$ cat config.mk
export PLATFORM = sky130hd
export DESIGN_NAME = sparse_polynomial_adder
export DESIGN_NICKNAME = d
export VERILOG_FILES = /design/src/sv/spa_pkg.sv /design/src/sv/spa_ram.sv /design/src/sv/spa_fifo.sv /design/src/sv/spa_front.sv /design/src/sv/spa_back.sv /design/src/sv/sparse_polynomial_adder.sv
export VERILOG_INCLUDE_DIRS = /design/src /design/src/sv
export SDC_FILE = /design/constraint.sdc
export NUM_CORES = 1
export LEC_CHECK = 0
export BUFFER_PORTS_ARGS = -buffer_cell sky130_fd_sc_hd__buf_2
export CORE_UTILIZATION = 50
export DETAILED_ROUTE_END_ITERATION = 10
export GPL_TIMING_DRIVEN = 0
export PLACE_DENSITY = 0.74
export SETUP_SLACK_MARGIN = 0.2
export SKIP_LAST_GASP = 1
export SLEW_MARGIN = 40
export SYNTH_ARGS = -nofsm -noshare
export SYNTH_HDL_FRONTEND = slang
export SYNTH_HIERARCHICAL = 1
export SYNTH_SLANG_ARGS = --single-unit
$ cat constraint.sdc
create_clock -name clk_i -period 9 [get_ports clk_i]
set_input_delay 0.9 -clock clk_i [delete_from_list [all_inputs] [get_ports clk_i]]
set_output_delay 0.9 -clock clk_i [all_outputs]
set_load 0.01 [all_outputs]
$ cat src/sv/sparse_polynomial_adder_defines.svh
// Assertion macros shared by the sparse polynomial adder RTL.
`ifndef SPARSE_POLYNOMIAL_ADDER_DEFINES_SVH
`define SPARSE_POLYNOMIAL_ADDER_DEFINES_SVH

// Same-cycle implication, disabled during reset.
`define SPA_ASSERT_HOLDS(label, clk, rst_n, ante, cons, msg) \
  label: assert property (@(posedge clk) disable iff (!rst_n) (ante) |-> (cons)) \
    else $error(msg);

// Next-cycle implication, disabled during reset.
`define SPA_ASSERT_NEXT(label, clk, rst_n, ante, cons, msg) \
  label: assert property (@(posedge clk) disable iff (!rst_n) (ante) |=> (cons)) \
    else $error(msg);

`endif

$ cat src/sv/spa_pkg.sv
// Shared types and constants of the sparse polynomial adder.
package spa_pkg;

  localparam int unsigned COEF_W = 16;
  localparam int unsigned EXP_W  = 8;
  localparam int unsigned TERM_W = COEF_W + EXP_W;
  localparam int unsigned SUM_W  = COEF_W + 1;

  localparam int unsigned QUEUE_DEPTH = 4;

  localparam logic [1:0] CMD_LOAD_A = 2'd0;
  localparam logic [1:0] CMD_LOAD_B = 2'd1;
  localparam logic [1:0] CMD_ADD    = 2'd2;

  typedef enum logic [1:0] {
    ST_OK    = 2'd0,
    ST_FULL  = 2'd1,
    ST_ORDER = 2'd2
  } status_e;

  typedef enum logic {
    OP_ACK = 1'b0,
    OP_ADD = 1'b1
  } op_e;

  // One job handed from the front end to the back end.
  typedef struct packed {
    op_e     op;
    status_e status;
  } spa_job_t;

endpackage

$ cat src/sv/spa_ram.sv
// Generic single-write, single-read RAM with registered read data.
module spa_ram #(
  parameter int unsigned WIDTH = 8,
  parameter int unsigned DEPTH = 16
) (
  input  logic                     clk_i,
  input  logic                     we_i,
  input  logic [$clog2(DEPTH)-1:0] waddr_i,
  input  logic [WIDTH-1:0]         wdata_i,
  input  logic                     re_i,
  input  logic [$clog2(DEPTH)-1:0] raddr_i,
  output logic [WIDTH-1:0]         rdata_o
);

  logic [WIDTH-1:0] mem_q [DEPTH];
  logic [WIDTH-1:0] rdata_q;

  always_ff @(posedge clk_i) begin
    if (we_i) begin
      mem_q[waddr_i] <= wdata_i;
    end
    if (re_i) begin
      rdata_q <= mem_q[raddr_i];
    end
  end

  assign rdata_o = rdata_q;

endmodule

$ cat src/sv/spa_fifo.sv
// Small job queue between the front end and the back end.
module spa_fifo #(
  parameter int unsigned WIDTH = 8,
  parameter int unsigned DEPTH = 4
) (
  input  logic             clk_i,
  input  logic             rst_ni,
  input  logic             push_i,
  input  logic [WIDTH-1:0] wdata_i,
  output logic             full_o,
  input  logic             pop_i,
  output logic [WIDTH-1:0] rdata_o,
  output logic             empty_o
);

  localparam int unsigned PW = (DEPTH > 1) ? $clog2(DEPTH) : 1;
  localparam int unsigned CW = $clog2(DEPTH + 1);

  logic [WIDTH-1:0] mem_q [DEPTH];
  logic [PW-1:0]    wr_ptr_q, wr_ptr_d;
  logic [PW-1:0]    rd_ptr_q, rd_ptr_d;
  logic [CW-1:0]    cnt_q, cnt_d;

  assign full_o  = (cnt_q == CW'(DEPTH));
  assign empty_o = (cnt_q == '0);
  assign rdata_o = mem_q[rd_ptr_q];

  always_comb begin
    wr_ptr_d = wr_ptr_q;
    rd_ptr_d = rd_ptr_q;
    if (push_i) begin
      wr_ptr_d = (wr_ptr_q == PW'(DEPTH - 1)) ? '0 : wr_ptr_q + 1'b1;
    end
    if (pop_i) begin
      rd_ptr_d = (rd_ptr_q == PW'(DEPTH - 1)) ? '0 : rd_ptr_q + 1'b1;
    end
    cnt_d = cnt_q + CW'(push_i) - CW'(pop_i);
  end

  always_ff @(posedge clk_i or negedge rst_ni) begin
    if (!rst_ni) begin
      wr_ptr_q <= '0;
      rd_ptr_q <= '0;
      cnt_q    <= '0;
    end else begin
      wr_ptr_q <= wr_ptr_d;
      rd_ptr_q <= rd_ptr_d;
      cnt_q    <= cnt_d;
    end
  end

  always_ff @(posedge clk_i) begin
    if (push_i) begin
      mem_q[wr_ptr_q] <= wdata_i;
    end
  end

endmodule

$ cat src/sv/spa_front.sv
// Front end: accepts transactions, checks and writes loads, queues jobs.
module spa_front import spa_pkg::*; #(
  parameter int unsigned MAX_TERMS = 16
) (
  input  logic                           clk_i,
  input  logic                           rst_ni,
  input  logic                           in_valid_i,
  output logic                           in_stall_o,
  input  logic [1:0]                     cmd_i,
  input  logic signed [COEF_W-1:0]       coef_i,
  input  logic [EXP_W-1:0]               exponent_i,
  output logic                           q_push_o,
  output spa_job_t                       q_job_o,
  input  logic                           q_full_i,
  output logic                           we_a_o,
  output logic                           we_b_o,
  output logic [$clog2(MAX_TERMS)-1:0]   waddr_o,
  output logic [TERM_W-1:0]              wdata_o,
  output logic [$clog2(MAX_TERMS+1)-1:0] cnt_a_o,
  output logic [$clog2(MAX_TERMS+1)-1:0] cnt_b_o,
  input  logic                           add_done_i
);

  localparam int unsigned AW = $clog2(MAX_TERMS);
  localparam int unsigned CW = $clog2(MAX_TERMS + 1);

  logic             busy_q, busy_d;
  logic [CW-1:0]    cnt_a_q, cnt_a_d, cnt_b_q, cnt_b_d;
  logic             pv_a_q, pv_a_d, pv_b_q, pv_b_d;
  logic [EXP_W-1:0] pe_a_q, pe_b_q;

  logic             accept;
  logic             sel_b;
  logic [CW-1:0]    cnt_sel;
  logic             pv_sel;
  logic [EXP_W-1:0] pe_sel;
  logic             do_write;
  status_e          load_status;

  // Stalled while the job queue is full, and busy from an accepted add until the back end finishes the merge.
  assign in_stall_o = busy_q || q_full_i;
  assign accept     = in_valid_i && !in_stall_o;

  assign sel_b   = (cmd_i == CMD_LOAD_B);
  assign cnt_sel = sel_b ? cnt_b_q : cnt_a_q;
  assign pv_sel  = sel_b ? pv_b_q : pv_a_q;
  assign pe_sel  = sel_b ? pe_b_q : pe_a_q;

  // Zero terms drop with status ok; full check ranks ahead of the order check.
  always_comb begin
    do_write    = 1'b0;
    load_status = ST_OK;
    if (coef_i == '0) begin
      load_status = ST_OK;
    end else if (cnt_sel == CW'(MAX_TERMS)) begin
      load_status = ST_FULL;
    end else if (pv_sel && (exponent_i >= pe_sel)) begin
      load_status = ST_ORDER;
    end else begin
      do_write = 1'b1;
    end
  end

  always_comb begin
    q_push_o       = 1'b0;
    q_job_o.op     = OP_ACK;
    q_job_o.status = load_status;
    we_a_o         = 1'b0;
    we_b_o         = 1'b0;
    busy_d         = busy_q;
    cnt_a_d        = cnt_a_q;
    cnt_b_d        = cnt_b_q;
    pv_a_d         = pv_a_q;
    pv_b_d         = pv_b_q;
    if (add_done_i) begin
      busy_d  = 1'b0;
      cnt_a_d = '0;
      cnt_b_d = '0;
      pv_a_d  = 1'b0;
      pv_b_d  = 1'b0;
    end
    if (accept) begin
      if (cmd_i inside {CMD_LOAD_A, CMD_LOAD_B}) begin
        q_push_o = 1'b1;
        if (do_write) begin
          if (sel_b) begin
            we_b_o  = 1'b1;
            cnt_b_d = cnt_b_q + 1'b1;
            pv_b_d  = 1'b1;
          end else begin
            we_a_o  = 1'b1;
            cnt_a_d = cnt_a_q + 1'b1;
            pv_a_d  = 1'b1;
          end
        end
      end else begin
        case (cmd_i)
          CMD_ADD: begin
            q_push_o       = 1'b1;
            q_job_o.op     = OP_ADD;
            q_job_o.status = ST_OK;
            busy_d         = 1'b1;
          end
          default: ;
        endcase
      end
    end
  end

  assign waddr_o = cnt_sel[AW-1:0];
  assign wdata_o = {coef_i, exponent_i};
  assign cnt_a_o = cnt_a_q;
  assign cnt_b_o = cnt_b_q;

  always_ff @(posedge clk_i or negedge rst_ni) begin
    if (!rst_ni) begin
      busy_q  <= 1'b0;
      cnt_a_q <= '0;
      cnt_b_q <= '0;
      pv_a_q  <= 1'b0;
      pv_b_q  <= 1'b0;
    end else begin
      busy_q  <= busy_d;
      cnt_a_q <= cnt_a_d;
      cnt_b_q <= cnt_b_d;
      pv_a_q  <= pv_a_d;
      pv_b_q  <= pv_b_d;
    end
  end

  always_ff @(posedge clk_i) begin
    if (we_a_o) begin
      pe_a_q <= exponent_i;
    end
    if (we_b_o) begin
      pe_b_q <= exponent_i;
    end
  end

endmodule

$ cat src/sv/spa_back.sv
// Back end: emits load acks and runs the merge walk over both term stores.
module spa_back import spa_pkg::*; #(
  parameter int unsigned MAX_TERMS = 16
) (
  input  logic                           clk_i,
  input  logic                           rst_ni,
  input  logic                           q_empty_i,
  input  spa_job_t                       q_job_i,
  output logic                           q_pop_o,
  input  logic [$clog2(MAX_TERMS+1)-1:0] cnt_a_i,
  input  logic [$clog2(MAX_TERMS+1)-1:0] cnt_b_i,
  output logic                           rd_en_o,
  output logic [$clog2(MAX_TERMS)-1:0]   raddr_a_o,
  output logic [$clog2(MAX_TERMS)-1:0]   raddr_b_o,
  input  logic [TERM_W-1:0]              rdata_a_i,
  input  logic [TERM_W-1:0]              rdata_b_i,
  output logic                           add_done_o,
  output logic                           out_valid_o,
  input  logic                           out_stall_i,
  output logic signed [SUM_W-1:0]        sum_coef_o,
  output logic [EXP_W-1:0]               sum_exp_o,
  output logic                           is_last_o,
  output logic                           no_terms_o,
  output logic [1:0]                     status_o
);

  localparam int unsigned AW = $clog2(MAX_TERMS);
  localparam int unsigned CW = $clog2(MAX_TERMS + 1);

  localparam logic [1:0] S_IDLE  = 2'd0;
  localparam logic [1:0] S_READ  = 2'd1;
  localparam logic [1:0] S_MERGE = 2'd2;
  localparam logic [1:0] S_FLUSH = 2'd3;

  logic [1:0]              state_q, state_d;
  logic [CW-1:0]           i_q, i_d, j_q, j_d;
  logic                    pend_v_q, pend_v_d;
  logic signed [SUM_W-1:0] pend_coef_q, pend_coef_d;
  logic [EXP_W-1:0]        pend_exp_q, pend_exp_d;

  logic                    out_valid_q, out_valid_d;
  logic signed [SUM_W-1:0] out_coef_q, out_coef_d;
  logic [EXP_W-1:0]        out_exp_q, out_exp_d;
  logic                    out_last_q, out_last_d;
  logic                    out_none_q, out_none_d;
  status_e                 out_status_q, out_status_d;
  logic                    load_out;

  logic                    av, bv, out_free;
  logic signed [COEF_W-1:0] ca, cb;
  logic [EXP_W-1:0]        ea, eb;
  logic                    take_a, take_b;
  logic signed [SUM_W-1:0] m_coef;
  logic [EXP_W-1:0]        m_exp;

  assign av = (i_q < cnt_a_i);
  assign bv = (j_q < cnt_b_i);
  assign ca = rdata_a_i[TERM_W-1 -: COEF_W];
  assign cb = rdata_b_i[TERM_W-1 -: COEF_W];
  assign ea = rdata_a_i[EXP_W-1:0];
  assign eb = rdata_b_i[EXP_W-1:0];

  // Output slot can take a new result this cycle.
  assign out_free = !out_valid_q || !out_stall_i;

  // One merge step on the two head terms.
  always_comb begin
    take_a = 1'b0;
    take_b = 1'b0;
    m_coef = SUM_W'(cb);
    m_exp  = eb;
    if (av && bv && (ea == eb)) begin
      take_a = 1'b1;
      take_b = 1'b1;
      m_coef = SUM_W'(ca) + SUM_W'(cb);
      m_exp  = ea;
    end else if (!bv || (av && (ea > eb))) begin
      take_a = 1'b1;
      m_coef = SUM_W'(ca);
      m_exp  = ea;
    end else begin
      take_b = 1'b1;
    end
  end

  assign raddr_a_o = av ? i_q[AW-1:0] : '0;
  assign raddr_b_o = bv ? j_q[AW-1:0] : '0;

  // A nonzero term is held back one step so the final one can carry is_last.
  always_comb begin
    state_d      = state_q;
    i_d          = i_q;
    j_d          = j_q;
    pend_v_d     = pend_v_q;
    pend_coef_d  = pend_coef_q;
    pend_exp_d   = pend_exp_q;
    q_pop_o      = 1'b0;
    rd_en_o      = 1'b0;
    add_done_o   = 1'b0;
    load_out     = 1'b0;
    out_coef_d   = '0;
    out_exp_d    = '0;
    out_last_d   = 1'b0;
    out_none_d   = 1'b0;
    out_status_d = ST_OK;
    case (state_q)
      S_IDLE: begin
        if (!q_empty_i && out_free) begin
          q_pop_o = 1'b1;
          if (q_job_i.op == OP_ADD) begin
            i_d      = '0;
            j_d      = '0;
            pend_v_d = 1'b0;
            state_d  = S_READ;
          end else begin
            load_out     = 1'b1;
            out_last_d   = 1'b1;
            out_status_d = q_job_i.status;
          end
        end
      end
      S_READ: begin
        if (av || bv) begin
          rd_en_o = 1'b1;
          state_d = S_MERGE;
        end else begin
          state_d = S_FLUSH;
        end
      end
      S_MERGE: begin
        if (m_coef == '0) begin
          i_d     = i_q + CW'(take_a);
          j_d     = j_q + CW'(take_b);
          state_d = S_READ;
        end else if (!pend_v_q || out_free) begin
          if (pend_v_q) begin
            load_out   = 1'b1;
            out_coef_d = pend_coef_q;
            out_exp_d  = pend_exp_q;
          end
          pend_v_d    = 1'b1;
          pend_coef_d = m_coef;
          pend_exp_d  = m_exp;
          i_d         = i_q + CW'(take_a);
          j_d         = j_q + CW'(take_b);
          state_d     = S_READ;
        end
      end
      S_FLUSH: begin
        if (out_free) begin
          load_out   = 1'b1;
          out_last_d = 1'b1;
          if (pend_v_q) begin
            out_coef_d = pend_coef_q;
            out_exp_d  = pend_exp_q;
          end else begin
            out_none_d = 1'b1;
          end
          add_done_o = 1'b1;
          state_d    = S_IDLE;
        end
      end
      default: state_d = S_IDLE;
    endcase
  end

  always_comb begin
    if (load_out) begin
      out_valid_d = 1'b1;
    end else if (!out_stall_i) begin
      out_valid_d = 1'b0;
    end else begin
      out_valid_d = out_valid_q;
    end
  end

  always_ff @(posedge clk_i or negedge rst_ni) begin
    if (!rst_ni) begin
      state_q     <= S_IDLE;
      out_valid_q <= 1'b0;
      pend_v_q    <= 1'b0;
      i_q         <= '0;
      j_q         <= '0;
    end else begin
      state_q     <= state_d;
      out_valid_q <= out_valid_d;
      pend_v_q    <= pend_v_d;
      i_q         <= i_d;
      j_q         <= j_d;
    end
  end

  always_ff @(posedge clk_i) begin
    pend_coef_q <= pend_coef_d;
    pend_exp_q  <= pend_exp_d;
    if (load_out) begin
      out_coef_q   <= out_coef_d;
      out_exp_q    <= out_exp_d;
      out_last_q   <= out_last_d;
      out_none_q   <= out_none_d;
      out_status_q <= out_status_d;
    end
  end

  assign out_valid_o = out_valid_q;
  assign sum_coef_o  = out_coef_q;
  assign sum_exp_o   = out_exp_q;
  assign is_last_o   = out_last_q;
  assign no_terms_o  = out_none_q;
  assign status_o    = out_status_q;

endmodule

$ cat src/sv/sparse_polynomial_adder.sv
// Sparse polynomial adder: two term stores, load checks and a merge-by-exponent add.
//
// Loads (cmd 0 into the first store, cmd 1 into the second) are taken one per
// cycle while in_stall_o is low, and each returns one acknowledge transaction
// carrying its status: ok, store full, or exponent not descending; a zero
// coefficient is dropped with status ok, and a refused term leaves the store
// unchanged. cmd 2 adds: the back end walks both stores from the highest
// exponent down and returns the nonzero sum terms in descending exponent
// order, is_last set on the final one, or one transaction with no_terms set
// when the sum is empty; both stores are then empty again. cmd 3 is taken
// and returns nothing. A front end checks loads and writes the term RAMs,
// and a four-entry job queue decouples it from the back end, which owns the
// output register, so loads keep flowing while acknowledges wait on a
// stalled output. After the back end takes an add off the queue, it runs at
// most as many merge steps as both stores hold terms: every step is a
// registered read of the term RAMs followed by a compare-and-sum. From the
// accepted add until its last sum transaction is loaded into the output
// register, no new transaction is accepted. Each store holds MAX_TERMS
// terms; no clearing pass is needed after reset.
module sparse_polynomial_adder import spa_pkg::*; #(
  parameter int unsigned MAX_TERMS = 16
) (
  input  logic                    clk_i,
  input  logic                    rst_ni,
  input  logic                    in_valid_i,
  output logic                    in_stall_o,
  input  logic [1:0]              cmd_i,
  input  logic signed [COEF_W-1:0] coef_i,
  input  logic [EXP_W-1:0]        exponent_i,
  output logic                    out_valid_o,
  input  logic                    out_stall_i,
  output logic signed [SUM_W-1:0] sum_coef_o,
  output logic [EXP_W-1:0]        sum_exp_o,
  output logic                    is_last_o,
  output logic                    no_terms_o,
  output logic [1:0]              status_o
);

`include "sparse_polynomial_adder_defines.svh"

  localparam int unsigned AW = $clog2(MAX_TERMS);
  localparam int unsigned CW = $clog2(MAX_TERMS + 1);
  localparam int unsigned JW = $bits(spa_job_t);

  // Front to queue
  logic     q_push, q_full, q_pop, q_empty;
  spa_job_t q_job_in, q_job_out;

  // Term store write side (front) and read side (back)
  logic              we_a, we_b;
  logic [AW-1:0]     waddr;
  logic [TERM_W-1:0] wdata;
  logic              rd_en;
  logic [AW-1:0]     raddr_a, raddr_b;
  logic [TERM_W-1:0] rdata_a, rdata_b;

  // Store fill counts, held until the merge reports done
  logic [CW-1:0] cnt_a, cnt_b;
  logic          add_done;

  spa_front #(
    .MAX_TERMS(MAX_TERMS)
  ) u_front (
    .clk_i      (clk_i),
    .rst_ni     (rst_ni),
    .in_valid_i (in_valid_i),
    .in_stall_o (in_stall_o),
    .cmd_i      (cmd_i),
    .coef_i     (coef_i),
    .exponent_i (exponent_i),
    .q_push_o   (q_push),
    .q_job_o    (q_job_in),
    .q_full_i   (q_full),
    .we_a_o     (we_a),
    .we_b_o     (we_b),
    .waddr_o    (waddr),
    .wdata_o    (wdata),
    .cnt_a_o    (cnt_a),
    .cnt_b_o    (cnt_b),
    .add_done_i (add_done)
  );

  spa_fifo #(
    .WIDTH(JW),
    .DEPTH(QUEUE_DEPTH)
  ) u_queue (
    .clk_i   (clk_i),
    .rst_ni  (rst_ni),
    .push_i  (q_push),
    .wdata_i (q_job_in),
    .full_o  (q_full),
    .pop_i   (q_pop),
    .rdata_o (q_job_out),
    .empty_o (q_empty)
  );

  spa_ram #(
    .WIDTH(TERM_W),
    .DEPTH(MAX_TERMS)
  ) u_ram_a (
    .clk_i   (clk_i),
    .we_i    (we_a),
    .waddr_i (waddr),
    .wdata_i (wdata),
    .re_i    (rd_en),
    .raddr_i (raddr_a),
    .rdata_o (rdata_a)
  );

  spa_ram #(
    .WIDTH(TERM_W),
    .DEPTH(MAX_TERMS)
  ) u_ram_b (
    .clk_i   (clk_i),
    .we_i    (we_b),
    .waddr_i (waddr),
    .wdata_i (wdata),
    .re_i    (rd_en),
    .raddr_i (raddr_b),
    .rdata_o (rdata_b)
  );

  spa_back #(
    .MAX_TERMS(MAX_TERMS)
  ) u_back (
    .clk_i       (clk_i),
    .rst_ni      (rst_ni),
    .q_empty_i   (q_empty),
    .q_job_i     (q_job_out),
    .q_pop_o     (q_pop),
    .cnt_a_i     (cnt_a),
    .cnt_b_i     (cnt_b),
    .rd_en_o     (rd_en),
    .raddr_a_o   (raddr_a),
    .raddr_b_o   (raddr_b),
    .rdata_a_i   (rdata_a),
    .rdata_b_i   (rdata_b),
    .add_done_o  (add_done),
    .out_valid_o (out_valid_o),
    .out_stall_i (out_stall_i),
    .sum_coef_o  (sum_coef_o),
    .sum_exp_o   (sum_exp_o),
    .is_last_o   (is_last_o),
    .no_terms_o  (no_terms_o),
    .status_o    (status_o)
  );

  // Queue is never written while full.
  `SPA_ASSERT_HOLDS(a_no_push_full, clk_i, rst_ni, q_push, !q_full, "job pushed into full queue")

  // Nothing may be queued behind an add: the queue drains before it finishes.
  `SPA_ASSERT_HOLDS(a_done_queue_empty, clk_i, rst_ni, add_done, q_empty, "job queued behind add")

  // A store is written only below its capacity.
  `SPA_ASSERT_HOLDS(a_store_in_range, clk_i, rst_ni, we_a || we_b,
                    (we_a && (cnt_a < CW'(MAX_TERMS))) || (we_b && (cnt_b < CW'(MAX_TERMS))),
                    "term store written past capacity")

  // An empty-sum result is a single, final, zero transaction.
  `SPA_ASSERT_HOLDS(a_empty_sum_shape, clk_i, rst_ni, out_valid_o && no_terms_o,
                    is_last_o && (sum_coef_o == '0) && (status_o == ST_OK),
                    "malformed empty-sum result")

  // Once the merge is done the front end takes transactions again.
  `SPA_ASSERT_NEXT(a_resume_after_add, clk_i, rst_ni, add_done, !in_stall_o, "input still stalled after add")

endmodule
==> results.txt <==
----------------------------------------------------
[Routing]
  Wire length the detailed router placed on met1 ... 33140 um
  Via count of the routed design ... 19511
  Number of vias per cell ... 6.161
  Sum of routed wire length over all layers ... 85600 um
  Routed wire length on met2 ... 43240 um
  DRC Markers ... 0
  DR pass1 iterations ... 8
  Top Metal Used ... met5
  Mean routed wirelength per cell ... 27.03 um
  Detail Route met3 WL ... 6288 um
  Antenna Violating Nets Remaining ... 0
  Initial DRC Count ... 2211

[Synthesis]
  Post-synthesis instance area ... 0.03741 mm2
  Most common library cells after synthesis ... sky130_fd_sc_hd__edfxtp_1 (898), sky130_fd_sc_hd__mux4_2 (192), sky130_fd_sc_hd__a22oi_1 (105)
  Dominant cell by count in the synthesized netlist ... sky130_fd_sc_hd__edfxtp_1
  Number of enable-type register cells in the synthesized netlist ... 898
  Post-synthesis net count ... 2013
  Leading post-synthesis cells by cell area ... sky130_fd_sc_hd__edfxtp_1 (72%), sky130_fd_sc_hd__mux4_2 (12%), sky130_fd_sc_hd__dfrtp_1 (2.3%)
  Register bit count reported by yosys ... 932
  Post-synthesis sequential area ratio ... 74.36%
  Area share of the largest cell type after synthesis ... 72.09%
  Synth Area per Inst ... 19.44 um2
  Main synth FF type ... sky130_fd_sc_hd__edfxtp_1
  Cells after synthesis ... 1924
  Post-synth ARST share ... 3.648%
  YS warnings ... 6
  Leading area contributor after synthesis ... sky130_fd_sc_hd__edfxtp_1
  Count of unique library cells instantiated by Yosys ... 73

[Power]
  Switching power as a share of total power ... 26.54%
  Cell Int Power ... 0.007794 W
  Total Power ... 0.01061 W
  Cell area power density ... 247.8 mW/mm2
  Logic gate share of total power ... 16.7%
  Reg power frac ... 49.7%
  Static Leakage ... 14.03 nW
  Part of the total power dissipated in the clock network ... 33.6%
  Peak supply drop ... 0.0001649 V
  Net switching power ... 0.002816 W

[Clock network]
  CTS clk-pin slew, worst paths ... 0.06 ns
  Post-cts repair resize count ... 0
  Worst-case clock buffer depth ... 3
  Worst-skew pair later-pin latency ... 0.65 ns
  CTS Hold Buffers Added ... 0
  TritonCTS clock tree ... done
  Sinks on the clock net ... 932
  Number of buffers created by CTS ... 88
  Number of levels the H-tree was split into ... 3
  Cell at the root of the clock tree ... sky130_fd_sc_hd__clkbuf_16
  Setup Fix Bufs, Post-CTS ... 0

[GRT]
  Global-route wire length before repair ... 127700 um
  Number of antenna violations at the first check in global routing ... 4
  Pin count of the biggest net entering global routing ... 35
  GR Overflow Total ... 0
  Overall fraction of global-route tracks in use ... 23.16%
  Vias in the first global route ... 20069

[Floorplanning]
  Floorplan die height ... 275.5 um
  Full die area ... 0.07591 mm2
  Num rows ... 99
  Core ar. ... 0.07345 mm2
  I/O pins ... 61
  Starting density of the core ... 50.93%
  Chip Width ... 275.5 um

[Placement]
  HPWL after detailed placement ... 57660 um
  Port buffer count ... 60
  RD Place Congestion ... 0.9458
  Post-placement cell area ... 0.04005 mm2

[Setup path]
  Critical Path AT ... 5.36 ns
  Category of the worst setup path capture point ... flip-flop
  Startpoint types ... flip-flop
  Cell with the largest stage delay on the worst path ... sky130_fd_sc_hd__dfrtp_1
  Cells along the critical path ... ha_1, a21oi_1, o21ai_0, a31oi_2, o21ai_1, buf_2, a221o_1, nor4_1, nand4_1, o31ai_4, a21oi_1, clkbuf_1, and2_1
  Data required time at the worst endpoint ... 9.39 ns
  Critical path fanouts, max ... 10
  Cell type with the highest occurrence count on the critical path ... sky130_fd_sc_hd__a21oi_1
  Worst setup path class ... reg -> reg
  Worst path max stage delay ... 0.54 ns

[Timing]
  Fin Setup TNS ... 0 ns
  Setup repair after global routing missed its margin ... false
  Maximum clock frequency ... 201.4 MHz
  Minimum clock period ... 4.964 ns
  Max Slew Vio Count ... 0
  Final Hold Fails ... 0
  Headroom to the max-slew limit ... 41.15%
  Minimum hold slack ... 0.2212 ns
  Clock tree skew after final layout ... 0.02895 ns
  Actual transition at the worst max-transition pin ... 0.8769 ns
  Number of endpoints failing setup at the final stage ... 0
  Ratio of final minimum period to clock period ... 55.16%

[Cells and area]
  Layout overhead on the synthesized area ... 14.45%
  Cell area after layout ... 0.04281 mm2
  Final core utilization ... 58.28%
  Share of cells above drive strength 1 ... 25.10%
  # nets final ... 2227

[Flow run]
  Max-cap violations ... 0

[Worst hold path]
  Type of the worst min-delay path ... in -> async

[Outcome]
  Result of the run ... finished clean

----------------------------------------------------
==> stage by stage <==
stage	setup slack, ns	std cells
after CTS	3.971	3166
after global placement	1.131	2943
after global routing	3.838	3166
after floorplan	3.395	1924
after detailed placement	3.558	3007
final	4.036	3167
==> worst max-delay path, delay by kind of cell (launching register included) <==
kind | cells | cell delay (ns)
AOI/OAI and AO/OA | 7 | 2.44
DFF | 1 | 0.54
buffers and inverters | 2 | 0.58
and+or+nand+nor | 3 | 0.83
adders and majority gates | 1 | 0.31
==> routing by layer <==
| layer | track usage [%] | vias up |
|---|---|---|
| met5 | 0 | - |
| met1 | 30.63 | 10161 |
| met3 | 3.532 | 178 |
| met4 | 8.927 | 6 |
| met2 | 38.87 | 888 |
| li1 | - | 8278 |
==> kinds of logic after synthesis <==
logic type               share of synthesized area (%)
XOR/XNOR                                        0.4214
flip-flops                                       74.36
AND/OR/NAND/NOR                                  4.121
AO/OA/AOI/OAI                                    4.663
buffers and inverters                            2.127
multiplexers                                     12.29
adder cells (fa/ha/maj)                          2.014
==> state kept, by name (all words and copies together) (netlist names), 2 cells and up <==
name	count
u_front/pe_a_q	8
u_ram_b/mem_q	384
u_back/status_o	2
u_back/state_q	2
u_queue/rd_ptr_q	2
u_queue/wr_ptr_q	2
u_back/i_q	5
u_ram_b/rdata_o	24
u_queue/mem_q	12
u_front/cnt_a_o	5
u_back/sum_coef_o	17
u_front/pe_b_q	8
u_back/pend_exp_q	8
u_ram_a/mem_q	384
u_back/pend_coef_q	17
u_queue/cnt_q	3
u_ram_a/rdata_o	24
u_back/j_q	5
u_front/cnt_b_o	5
u_back/sum_exp_o	8
==> layout make-up <==
| type | instances | area, um2 |
|---|---|---|
| Antenna cell | 1 | 2.502 |
| Buffer | 109 | 619.3 |
| Clock buffer | 121 | 2421 |
| Clock inverter | 38 | 326.6 |
| Fill cell | 5162 | 30640 |
| Inverter | 46 | 177.7 |
| Multi-Input combinational cell | 837 | 9044 |
| Sequential cell | 932 | 27820 |
| Tap cell | 959 | 1200 |
| Timing Repair Buffer | 124 | 1205 |
==> cells in the final DEF, fill, tap and decap left out, types with 17 or more instances in the layout <==
cell type                   Yosys  routed
sky130_fd_sc_hd__a21oi_1       31      31
sky130_fd_sc_hd__a22oi_1      105     105
sky130_fd_sc_hd__and2_1        46      46
sky130_fd_sc_hd__buf_16         0      17
sky130_fd_sc_hd__buf_2         23      93
sky130_fd_sc_hd__buf_4         24      45
sky130_fd_sc_hd__clkbuf_1      50      77
sky130_fd_sc_hd__clkbuf_16      0      92
sky130_fd_sc_hd__dfrtp_1       34      34
sky130_fd_sc_hd__edfxtp_1     898     898
sky130_fd_sc_hd__ha_1          57      57
sky130_fd_sc_hd__inv_1         43      43
sky130_fd_sc_hd__mux4_2       192     192
sky130_fd_sc_hd__nand2_1       91      91
sky130_fd_sc_hd__nand3_1       24      24
sky130_fd_sc_hd__nor2_1        47      20
sky130_fd_sc_hd__nor2_4         0      27
sky130_fd_sc_hd__o21ai_0       33      32
==> final timing paths <==
check	start	end	slack, ns	cells after the start
setup / recovery	u_back/j_q[2]$_DFFE_PN0P_	u_back/sum_coef_o[6]$_DFFE_PP_	4.04	13
hold / removal	rst_ni	u_back/i_q[1]$_DFFE_PN0P_	0.22	1
setup reg to reg	u_back/j_q[2]$_DFFE_PN0P_	u_back/sum_coef_o[6]$_DFFE_PP_	4.04	13
hold reg to reg	u_front/busy_q$_DFF_PN0_	u_front/busy_q$_DFF_PN0_	0.48	1
max in group asynchronous	rst_ni	u_back/j_q[0]$_DFFE_PN0P_	8.44	1
min in group clk_i	u_front/busy_q$_DFF_PN0_	u_front/busy_q$_DFF_PN0_	0.48	1
==> power by group through the flow <==
stage / combinational [W] / sequential, W / clock [W]
2_1_floorplan: 0.00110 / 0.00535 / 0
3_3_place_gp: 0.00159 / 0.00538 / 0
3_5_place_dp: 0.00174 / 0.00537 / 0
4_1_cts: 0.00175 / 0.00528 / 0.00361
5_1_grt: 0.00193 / 0.00530 / 0.00378
6_report: 0.00178 / 0.00527 / 0.00356
No activity file was read; power rests on OpenSTA's default activity.
